File: config.mk
export PLATFORM = sky130hd
export DESIGN_NAME = mep_ctrl
export DESIGN_NICKNAME = d
export VERILOG_FILES = /design/src/sv/mep_pkg.sv /design/src/sv/mep_ctrl.sv
export SDC_FILE = /design/constraint.sdc
export NUM_CORES = 1
export LEC_CHECK = 0
export BUFFER_PORTS_ARGS = -buffer_cell sky130_fd_sc_hd__buf_4
export CORE_AREA = 2 2 39 41
export DETAILED_ROUTE_END_ITERATION = 8
export DIE_AREA = 0 0 41 43
export PLACE_DENSITY = 0.41
export SLEW_MARGIN = 20
export SYNTH_ARGS = -nofsm -noshare
export SYNTH_HDL_FRONTEND = slang
export SYNTH_SLANG_ARGS = --single-unit
File: constraint.sdc
create_clock -name i_clk -period 2.12 [get_ports i_clk]
set_input_delay 0.212 -clock i_clk [delete_from_list [all_inputs] [get_ports i_clk]]
set_output_delay 0.212 -clock i_clk [all_outputs]
set_load 0.02 [all_outputs]
File: src/sv/mep_pkg.sv
// Shared types, widths and codes for the Mandelbrot escape-time pixel block.
package mep_pkg;

    // Fixed field widths
    localparam int PIX_W   = 9;
    localparam int PAN_W   = 16;
    localparam int COORD_W = 32;
    localparam int COLOR_W = 32;
    localparam int CNT_O_W = 7;
    localparam int IDX_W   = 3;

    // Mapping arithmetic: offset = pixel + pan, span = hi - lo, product = offset * span
    localparam int OFS_W  = 18;
    localparam int SPAN_W = 33;
    localparam int PROD_W = OFS_W + SPAN_W;
    localparam int MAG_W  = PROD_W - 1;

    // Wide sums ahead of saturation to Q4.28
    localparam int SAT_W  = 52;
    localparam int SQ_W   = 64;
    localparam int FRAC_W = 28;

    // |z|^2 >= 4 in Q.56
    localparam logic [SQ_W-1:0] ESC_LIMIT = 64'h0400_0000_0000_0000;

    // Register reset values
    localparam logic [COORD_W-1:0] RST_WIN_LO = 32'hE000_0000;
    localparam logic [COORD_W-1:0] RST_WIN_HI = 32'h2000_0000;
    localparam logic [COLOR_W-1:0] RST_COLOR  = 32'h0001_0101;

    typedef enum logic [IDX_W-1:0] {
        CFG_WIN_LEFT   = 3'd0,
        CFG_WIN_RIGHT  = 3'd1,
        CFG_WIN_BOTTOM = 3'd2,
        CFG_WIN_TOP    = 3'd3,
        CFG_PAN_H      = 3'd4,
        CFG_PAN_V      = 3'd5,
        CFG_BASE_COLOR = 3'd6
    } t_cfg_idx;

    typedef enum logic [2:0] {
        ST_IDLE,
        ST_MAP_MUL,
        ST_DIV_LOAD,
        ST_DIV_RUN,
        ST_MAP_FIN,
        ST_IT_MUL,
        ST_IT_CHK,
        ST_COLOR
    } t_state;

    typedef struct packed {
        logic load_in;
        logic map_mul;
        logic div_start;
        logic map_fin;
        logic it_mul;
        logic it_upd;
        logic out_load;
    } t_cmd;

    typedef struct packed {
        logic div_busy;
        logic iter_stop;
        logic out_free;
    } t_sts;

    // Clamp a wide signed value to the Q4.28 range
    function automatic logic [COORD_W-1:0] sat_coord(input logic signed [SAT_W-1:0] v);
        logic [COORD_W-1:0] res;
        if (v[SAT_W-1:COORD_W-1] == {(SAT_W-COORD_W+1){v[SAT_W-1]}}) begin
            res = v[COORD_W-1:0];
        end else if (v[SAT_W-1]) begin
            res = {1'b1, {(COORD_W-1){1'b0}}};
        end else begin
            res = {1'b0, {(COORD_W-1){1'b1}}};
        end
        return res;
    endfunction

endpackage

File: src/sv/mep_ctrl.sv
// Sequencing state machine: accept, map, divide, iterate, deliver.
module mep_ctrl (
    input  logic          i_clk,
    input  logic          i_rst_n,
    input  logic          i_valid,
    output logic          o_ready,
    input  mep_pkg::t_sts i_sts,
    output mep_pkg::t_cmd o_cmd
);

    mep_pkg::t_state r_state;
    mep_pkg::t_state n_state;

    always_ff @(posedge i_clk) begin
        if (!i_rst_n) begin
            r_state <= mep_pkg::ST_IDLE;
        end else begin
            r_state <= n_state;
        end
    end

    always_comb begin
        n_state = r_state;
        o_cmd   = '0;
        o_ready = 1'b0;
        case (r_state)
            mep_pkg::ST_IDLE: begin
                o_ready = 1'b1;
                if (i_valid) begin
                    o_cmd.load_in = 1'b1;
                    n_state       = mep_pkg::ST_MAP_MUL;
                end
            end
            mep_pkg::ST_MAP_MUL: begin
                o_cmd.map_mul = 1'b1;
                n_state       = mep_pkg::ST_DIV_LOAD;
            end
            mep_pkg::ST_DIV_LOAD: begin
                o_cmd.div_start = 1'b1;
                n_state         = mep_pkg::ST_DIV_RUN;
            end
            mep_pkg::ST_DIV_RUN: begin
                if (!i_sts.div_busy) begin
                    n_state = mep_pkg::ST_MAP_FIN;
                end
            end
            mep_pkg::ST_MAP_FIN: begin
                o_cmd.map_fin = 1'b1;
                n_state       = mep_pkg::ST_IT_MUL;
            end
            mep_pkg::ST_IT_MUL: begin
                o_cmd.it_mul = 1'b1;
                n_state      = mep_pkg::ST_IT_CHK;
            end
            mep_pkg::ST_IT_CHK: begin
                if (i_sts.iter_stop) begin
                    n_state = mep_pkg::ST_COLOR;
                end else begin
                    o_cmd.it_upd = 1'b1;
                    n_state      = mep_pkg::ST_IT_MUL;
                end
            end
            mep_pkg::ST_COLOR: begin
                // hold until the output beat is free
                if (i_sts.out_free) begin
                    o_cmd.out_load = 1'b1;
                    n_state        = mep_pkg::ST_IDLE;
                end
            end
            default: begin
                n_state = mep_pkg::ST_IDLE;
            end
        endcase
    end

endmodule

=== Word-level counts from Yosys, hierarchy flattened ===
Cells that the tools add are included.

* Register bits after elaboration: 3
* Logic and storage cells: 29

* Mux-type cells: 16
* Reductions and logical operators: 2
* Eq/ne operators: 10

{| class="wikitable"
|+ Operator list
! operator !! count
|-
| $pmux 3 s8 || 1
|-
| $eq 3x3->1 const B || 4
|-
| $mux 1 || 11
|-
| $mux 3 || 3
|-
| $eq 3x2->1 const B || 2
|-
| $ne 2x2->1 const B || 3
|-
| $eq 3x1->1 const B || 1
|-
| $logic_not 3->1 || 1
|-
| $reduce_and 3->1 || 1
|-
| $mux 2 || 1
|}

=== Longest topological paths before layout ===
Gate-level depths: netlist of the first run.

* Word-level depth: 3
* Mapped depth: 4

=== Worst setup path before layout of the first run ===
Ideal clock, no wire load.

* Kind: register to output
* Start point: register r_state[2]
* End point: output o_cmd[6] (netlist bit)
* Required time: 1908 ps
* Path buffers: 1
* Setup slack: 836 ps
* Cell stages (with the launch flop): 4
* Arrival: 1072 ps
* Path through: dfxtp_1 buf_4 nor3_2 and2_1

{| class="wikitable"
|+ RTL lines
! what !! RTL line !! source
|-
| from (decl) || mep_ctrl.sv:11 || <nowiki>mep_pkg::t_state r_state;</nowiki>
|-
| from (signal assigned) || mep_ctrl.sv:16 || <nowiki>r_state <= mep_pkg::ST_IDLE;</nowiki>
|-
| from (signal assigned) || mep_ctrl.sv:18 || <nowiki>r_state <= n_state;</nowiki>
|-
| to (decl) || mep_ctrl.sv:8 || <nowiki>output mep_pkg::t_cmd o_cmd</nowiki>
|}

==> results of run 1 <==
logic make-up after synthesis:
group	Yosys count	share of synthesized area (%)
AOI/OAI and AO/OA	6	20.0
buffers and inverters	5	14.6
DFF	3	25.9
and+or+nand+nor	13	39.5
power by group:
part | switching (W) | internal [W] | total [W]
combinational | 0.0000344 | 0.0000375 | 0.0000719
sequential | 0.0000190 | 0.0000627 | 0.0000817
clock | 0.0000284 | 0.0000705 | 0.0000988
cell type report:
type	count	area share, %
Clock buffer	4	7.53
Multi-Input combinational cell	19	39.4
Sequential cell	3	17.2
Inverter	2	2.15
Timing Repair Buffer	13	28.0
Tap cell	16	5.73
path summary, 6_finish.rpt:
kind                                 start    endpoint  slack (ns)
worst min register to register  r_state[1]  r_state[0]        0.65
worst max-delay path            r_state[2]    o_cmd[1]        0.64
worst max register to register  r_state[2]  r_state[1]        1.04
worst min-delay path               i_rst_n  r_state[2]        0.25
cell usage after synthesis, drive strengths merged:
master,number,share of area (%)
a21o,1,3.2
a31oi,1,2.7
a32oi,1,3.8
and2,1,2.7
buf,3,11
dfxtp,3,26
inv,2,3.2
nand2,1,1.6
nand3,1,4.3
nor2,3,5.9
nor3,3,8.6
nor3b,3,9.7
nor4b,1,6.5
o21a,1,3.2
o31ai,1,3.2
o32ai,1,3.8
layer usage:
metal	GRT usage, %	share of wire (%)
met1	10.2	51
met2	10.0	38
met3	4.71	11
met4	2.00	0
met5	0	0
worst max-delay path: stages (launching register included):
cell and delay, ns:
dfxtp_1 0.49, inv_2 0.11, nor4b_2 0.26, buf_4 0.18
metrics by stage:
| stage | std cells | total power, W | hold slack [ns] | util (%) |
|---|---|---|---|---|
| 4_1_cts | 57 | 0.000261 | 0.252 | 25.2 |
| 3_3_place_gp | 53 | 0.000155 | 0.483 | 23.3 |
| 5_1_grt | 57 | 0.000274 | 0.262 | 25.2 |
| 2_1_floorplan | 27 | 0.000130 | 0.348 | - |
| 3_5_place_dp | 53 | 0.000155 | 0.502 | 23.3 |
| 6_report | 57 | 0.000252 | 0.255 | 25.2 |
==> impl_metrics.tcl, run 1 <==
set metrics [dict create \
    drive_gt1_share_pct 51.2 \
    dieArea_mm2 0.00176 \
    finalHoldViolations 0 \
    rsz0062_at_grt "no" \
    ys.warnings.count 0 \
    cts_resized 0 \
    fillCellCount 150 \
    peakVddDrop_mv 0.245 \
    synth-seq-cells 3 \
    coreArea_mm2 0.00138 \
    avgRoutedWirePerCell_um 10.2 \
    skew_ns 0.000137 \
    p_leak_nw 0.146 \
    syn_nets 33 \
    drc 0 \
    maxCapViolCount 0 \
    regMostFlops "r_state" \
    ys_seq_area_share_pct 25.9 \
    dp.final_hpwl_um 451 \
    clock_latency_ns 0.23 \
    seq_area_um2 60.1 \
    reg_top3 "r_state x3" \
    ios 14 \
    finalCritPeriodShare_pct 69.7 \
    placed_cell_area_um2 323 \
    ant_nets 0 \
    vias_per_cell 4.30 \
    arrival_ns 1.27 \
    final_cell_mix "buf_4 (13), nor3b_1 (3), clkbuf_4 (3), dfxtp_1 (3)" \
    antenna_found_initial 0 \
    fin_crit_ns 1.48 \
    via_count 245 \
    nets 48 \
    syn_inst 27 \
    p_per_area_mw_per_mm2 723 \
    gr-total-overflow 0 \
    relSlewSlack_pct 71.7 \
    status "finished, final reports clean" \
    place_ws_ns 0.880 \
    hold_depth 3 \
    syn_avg_cell_area_um2 8.57 \
    grt_max_degree 13 \
    clock.fmax_mhz 677 \
    grt_pass1_wl_um 910 \
    fin_ws_ns 0.642 \
    required_ns 1.91 \
    drt_iter0_markers 1 \
    r2r_cells 3 \
    dieWidth_um 41 \
    endpoint_kind "output port" \
    clock_sinks 3 \
    n_antenna_cell 0 \
    crit_type "flip-flop to output port" \
    final_common_cell "buf_4" \
    drt_pre_antenna_iters 2 \
    std_cell_rows 14 \
    startpoint_type "flip-flop" \
    layout-area-overhead-vs-synth_pct 50.8 \
    start_util_pct 16.7 \
    place.gp.congestion 0.699 \
    ctsHtreeMaxLevel 1 \
    cts_made_buffers 3 \
    clock_path_buffers 2 \
    tightest_slew_ns 0.424 \
    syn-cell-area_um2 231 \
    crit_fanout 8 \
    clk_pin_slew_ns 0.04 \
    setup_viol 0 \
    totalWireLength_um 582 \
    fin_area_um2 349 \
    hold_class "input port to flip-flop" \
    grt_use_total_pct 7.62 \
    multi_input_area_um2 138 \
    drv_slew 0 \
    die_y_um 43 \
    post-cts-setup-buffers 0 \
    cts-root-buf "clkbuf_4" \
    largest_register_ffs 3 \
    synth_cell_types 20 \
    finalSetupTns_ns 0 \
    first_global_vias 228 \
    port_buffers 13 \
    cts_hold_buf 0 \
    cts_tree "done" \
]
Power figures use the tool's default switching activity.
==> run 2, diff against run 1 <==
--- a/config.mk
+++ b/config.mk
@@ -9,7 +9,7 @@
 export CORE_AREA = 2 2 39 41
 export DETAILED_ROUTE_END_ITERATION = 8
 export DIE_AREA = 0 0 41 43
-export PLACE_DENSITY = 0.41
+export PLACE_DENSITY = 0.42
 export SLEW_MARGIN = 20
 export SYNTH_ARGS = -nofsm -noshare
 export SYNTH_HDL_FRONTEND = slang
==> constraint.sdc (replaced) <==
create_clock -name i_clk -period 1.25 [get_ports i_clk]
set_input_delay 0.125 -clock i_clk [delete_from_list [all_inputs] [get_ports i_clk]]
set_output_delay 0.125 -clock i_clk [all_outputs]
set_load 0.02 [all_outputs]
==> run 2 against run 1 <==
Sequential power rose by 74%. Register-to-register slack got worse by 0.73 ns. Worst hold slack got worse by 0.10 ns. Core utilization increased by 3.2 points. Critical endpoint is now o_cmd[5].
==> impl_metrics.tcl, run 2 (synthesized netlist as in run 1, its figures left out) <==
set metrics [dict create \
    critPathTopFamily "flip-flops" \
    wl_met3_um 61 \
    path_cells "buf_4 -> nor3b_1 -> buf_4" \
    dieWidth_um 41 \
    gr-total-overflow 0 \
    r2r_cells 4 \
    nets 50 \
    cts_hold_buf 0 \
    drive_gt1_share_pct 65.1 \
    setup_viol 0 \
    cpMostUsedCell "buf_4" \
    drv_slew 0 \
    finalSetupTns_ns 0 \
    final_common_cell "buf_4" \
    dieArea_mm2 0.00176 \
    rrSetupSlack_ns 0.31 \
    cp.buffers_inverters 2 \
    antenna_found_initial 0 \
    placed_cell_area_um2 330 \
    hold_depth 3 \
    vias_per_cell 4.54 \
    r2r-start "r_state[2]" \
    final_cell_mix "buf_4 (14), clkbuf_4 (3), dfxtp_4 (3)" \
    first_global_vias 248 \
    regMostFlops "r_state" \
    clk_pin_slew_ns 0.03 \
    wl_met1_um 262 \
    status "finished, final reports clean" \
    avgRoutedWirePerCell_um 10.3 \
    p_per_area_mw_per_mm2 1170 \
    fin_crit_ns 1.22 \
    fin_area_um2 393 \
    clock_path_buffers 2 \
    endpoint_kind "output port" \
    via_count 268 \
    fin_util_pct 28.4 \
    required_ns 1.12 \
    r2r-end "r_state[1]" \
    worst-path-stages 3 \
    totalWireLength_um 609 \
    finalHoldViolations 0 \
    seq_area_um2 71.3 \
    grt_max_degree 13 \
    grt_pass1_wl_um 972 \
    dp.final_hpwl_um 444 \
    startpoint_type "flip-flop" \
    slowest_delay_ns 0.35 \
    place.gp.congestion 0.697 \
    ios 14 \
    cts_made_buffers 3 \
    reg_top3 "r_state x3" \
    tightest_slew_ns 0.196 \
    peakVddDrop_mv 0.397 \
    top_layer "met4" \
    n_antenna_cell 0 \
    finalPower_w 0.000458 \
    cp_slowest_cell "dfxtp_4" \
    crit_type "flip-flop to output port" \
    fillCellCount 141 \
    arrival_ns 1.10 \
    ctsHtreeMaxLevel 1 \
    p_leak_nw 0.164 \
    finalCritPeriodShare_pct 97.6 \
    drc 0 \
    relSlewSlack_pct 86.8 \
    crit_end "o_cmd[5]" \
    clock_latency_ns 0.23 \
    clock_sinks 3 \
    clock.fmax_mhz 819 \
    drt_pre_antenna_iters 2 \
    port_buffers 13 \
    std_cell_rows 14 \
    start_util_pct 16.7 \
    ant_nets 0 \
    skew_ns 0.00461 \
    die_y_um 43 \
    crit_fanout 5 \
    cp-startpoint "r_state[2]" \
    multi_input_area_um2 151 \
    grt_use_total_pct 8.83 \
    rsz0062_at_grt "yes" \
    largest_register_ffs 3 \
    wl_met2_um 274 \
    maxCapViolCount 0 \
    layout-area-overhead-vs-synth_pct 69.7 \
    coreArea_mm2 0.00138 \
    hold_class "input port to flip-flop" \
    cts-root-buf "clkbuf_4" \
    cts_tree "done" \
    drt_iter0_markers 2 \
]
run 2: cell types whose count changed in the layout (fill, tap and decap cells not counted), sizes merged:
cell / previous run / this run
buf: 13 / 15
run 2: cell type report:
type / instances / share of cell area, %
Sequential cell: 3 / 18.2
Multi-Input combinational cell: 19 / 38.5
Timing Repair Buffer: 15 / 29.6
Clock buffer: 4 / 6.69
Inverter: 2 / 1.91
Tap cell: 16 / 5.10
run 2: where the power goes:
group	leakage (nW)	internal (W)	switching, W
logic	0.122	0.0000832	0.0000622
clock network	0.0150	0.000120	0.0000507
registers	0.0267	0.000108	0.0000341
total	0.164	0.000311	0.000147
run 2: stage by stage:
step                cells  setup slack, ns  hold WS [ns]
finish                 59           0.0296         0.154
CTS                    58           0.0100         0.149
floorplan              27           0.0533         0.261
global route           59          -0.0185         0.163
detailed placement     54            0.144         0.391
global placement       54            0.153         0.398
run 2: worst min path at each step:
stage                 start          to  slack [ns]
floorplan           i_rst_n  r_state[2]        0.26
global placement    i_rst_n  r_state[2]        0.40
detailed placement  i_rst_n  r_state[2]        0.39
CTS                 i_rst_n  r_state[2]        0.15
global route        i_rst_n  r_state[2]        0.16
finish              i_rst_n  r_state[2]        0.15
run 2: worst reg2reg max path, stage by stage, from the launching register on:
cell	delay, ns
dfxtp_4	0.37
buf_4	0.14
nor2_2	0.04
a21o_1	0.16
a31oi_1	0.15
run 2: timing repair:
item | CTS | global route
buffers inserted | 0 | 1
endpoints found under the hold margin | 0 | 0
gates resized for setup | 4 | 6
pin swaps | 0 | 2
setup endpoints to repair | 6 | 4
run 2: metal layers:
metal  GRT usage [%]  up-vias
met2            11.3       15
met4            12.0        0
met1            9.94      120
met3            1.57        2
met5               0        -
li1                -      131
==> run 3, diff against run 2 <==
--- a/config.mk
+++ b/config.mk
@@ -5,8 +5,10 @@
 export SDC_FILE = /design/constraint.sdc
 export NUM_CORES = 1
 export LEC_CHECK = 0
+export ABC_AREA = 1
 export BUFFER_PORTS_ARGS = -buffer_cell sky130_fd_sc_hd__buf_4
 export CORE_AREA = 2 2 39 41
+export CTS_CLUSTER_SIZE = 10
 export DETAILED_ROUTE_END_ITERATION = 8
 export DIE_AREA = 0 0 41 43
 export PLACE_DENSITY = 0.42
==> run 3 against run 2 <==
Cell area decreased by 1.6%. Largest cell class unchanged. Non-clock buffer count decreased by 1. Fmax increased by 1.4%. Cell count increased by 22%.
==> impl_metrics.tcl, run 3 <==
set metrics [dict create \
    start_util_pct 16.5 \
    crit_type "flip-flop to output port" \
    p_leak_nw 0.199 \
    relSlewSlack_pct 86.6 \
    largest_register_ffs 3 \
    p_sw_share_pct 32.9 \
    ctsHtreeMaxLevel 1 \
    drt_iter0_markers 3 \
    layout-area-overhead-vs-synth_pct 68.9 \
    setup_viol 0 \
    die_y_um 43 \
    cts-root-buf "clkbuf_4" \
    synth-seq-cells 3 \
    hold_class "input port to flip-flop" \
    fin_area_um2 387 \
    synth_top_area_share_pct 26.2 \
    placed_cell_area_um2 334 \
    endpoint_kind "output port" \
    coreArea_mm2 0.00138 \
    final_common_cell "buf_4" \
    ys_seq_area_share_pct 26.2 \
    antenna_found_initial 0 \
    finalSetupTns_ns 0 \
    synth_cell_types 13 \
    ant_nets 0 \
    p_per_area_mw_per_mm2 1100 \
    clock.fmax_mhz 831 \
    maxCapViolCount 0 \
    syn-cell-area_um2 229 \
    port_buffers 13 \
    power.clock.fraction_pct 39.4 \
    grt_use_total_pct 7.62 \
    vias_per_cell 3.86 \
    synth_edf_count 0 \
    async_reset_ff_share_pct 0 \
    ys.warnings.count 0 \
    seq_power_share_pct 29.1 \
    drc 0 \
    std_cell_rows 14 \
    finalHoldViolations 0 \
    syn_inst 40 \
    fin_ws_ns 0.0461 \
    gr-total-overflow 0 \
    dp.final_hpwl_um 432 \
    cts_made_buffers 3 \
    totalWireLength_um 637 \
    reg_top3 "r_state x3" \
    startpoint_type "flip-flop" \
    peakVddDrop_mv 0.223 \
    p_switching_w 0.000139 \
    grt_max_degree 11 \
    finalCritPeriodShare_pct 96.3 \
    ios 14 \
    clock_path_buffers 2 \
    drt_pre_antenna_iters 2 \
    combPwrFrac_pct 31.5 \
    avgRoutedWirePerCell_um 8.85 \
    intPower_w 0.000285 \
    drv_slew 0 \
    syn_nets 46 \
    clock_latency_ns 0.23 \
    rsz0062_at_grt "yes" \
    nets 63 \
    synth_top_area_cell "dfxtp_1" \
    status "finished, final reports clean" \
    fillCellCount 172 \
    cts_tree "done" \
    seq_area_um2 68.8 \
    arrival_ns 1.08 \
    crit_fanout 6 \
    multi_input_area_um2 135 \
    fin_crit_ns 1.20 \
    clk_pin_slew_ns 0.04 \
    synthTopCellsByCount "inv_1 (8), nand2_1 (8), nor2_1 (6), nor3_1 (4)" \
    place_ws_ns 0.126 \
    dieWidth_um 41 \
    cts_hold_buf 0 \
    regMostFlops "r_state" \
    place.gp.congestion 0.739 \
    skew_ns 0.00319 \
    grt_pass1_wl_um 897 \
    n_antenna_cell 0 \
    dieArea_mm2 0.00176 \
    tightest_slew_ns 0.199 \
    final_cell_mix "buf_4 (13), inv_1 (8), nand2_1 (8)" \
    via_count 278 \
    first_global_vias 239 \
    required_ns 1.12 \
    ys.flop_type "dfxtp_1" \
    syn_avg_cell_area_um2 5.72 \
    yosys-top-cells-area "dfxtp_1 (26%), inv_1 (13%), nand2_1 (13%)" \
    drive_gt1_share_pct 44.6 \
    clock_sinks 3 \
]
run 3: worst max-delay path, stage by stage (launching register included):
cell	delay, ns
dfxtp_4	0.35
buf_2	0.16
nor3_2	0.17
buf_4	0.16
run 3: power groups by stage:
| stage | clock network [W] | logic [W] | registers, W |
|---|---|---|---|
| finish | 0.000167 | 0.000133 | 0.000124 |
| global route | 0.000180 | 0.000149 | 0.000126 |
| CTS | 0.000173 | 0.000121 | 0.000129 |
| detailed placement | 0 | 0.000120 | 0.000128 |
| global placement | 0 | 0.000120 | 0.000128 |
| floorplan | 0 | 0.0000883 | 0.000114 |
run 3: final cells by class:
| class | count | area share, % |
|---|---|---|
| Clock buffer | 4 | 6.80 |
| Inverter | 9 | 8.74 |
| Timing Repair Buffer | 14 | 26.5 |
| Tap cell | 16 | 5.18 |
| Multi-Input combinational cell | 26 | 35.0 |
| Sequential cell | 3 | 17.8 |
run 3: stage by stage:
| stage | instances | utilization [%] | hold slack (ns) | power, W |
|---|---|---|---|---|
| final | 72 | 27.9 | 0.140 | 0.000424 |
| after global routing | 72 | 27.9 | 0.151 | 0.000455 |
| after CTS | 71 | 26.5 | 0.133 | 0.000424 |
| after detailed placement | 67 | 24.1 | 0.386 | 0.000249 |
| after global placement | 67 | 24.1 | 0.388 | 0.000249 |
| after floorplan | 40 | - | 0.249 | 0.000202 |
run 3: worst paths after layout:
check / endpoint / cells after the start / slack, ns / from
setup / recovery: o_cmd[4] / 3 / 0.05 / r_state[0]
hold / removal: r_state[0] / 3 / 0.14 / i_rst_n
setup reg to reg: r_state[2] / 5 / 0.27 / r_state[0]
hold reg to reg: r_state[2] / 2 / 0.57 / r_state[2]
run 3: per-layer routing:
layer / up-vias / GRT usage [%] / part of all wire, %
met5: - / 0 / 0
met4: 0 / 8.00 / 0
met3: 0 / 0 / 4.4
met2: 7 / 9.38 / 52
met1: 115 / 10.9 / 44
li1: 156 / - / -
run 3: kinds of logic after synthesis:
| kind of cell | synth area share [%] |
|---|---|
| simple gates | 38.8 |
| compound gates | 12.0 |
| buf+inv | 23.0 |
| flops | 26.2 |
run 3: repair_timing:
item	CTS	global route
resized for setup	4	4
cloned	0	0
endpoints found under the setup margin	6	4
pin swaps	0	1
setup buffers	0	1
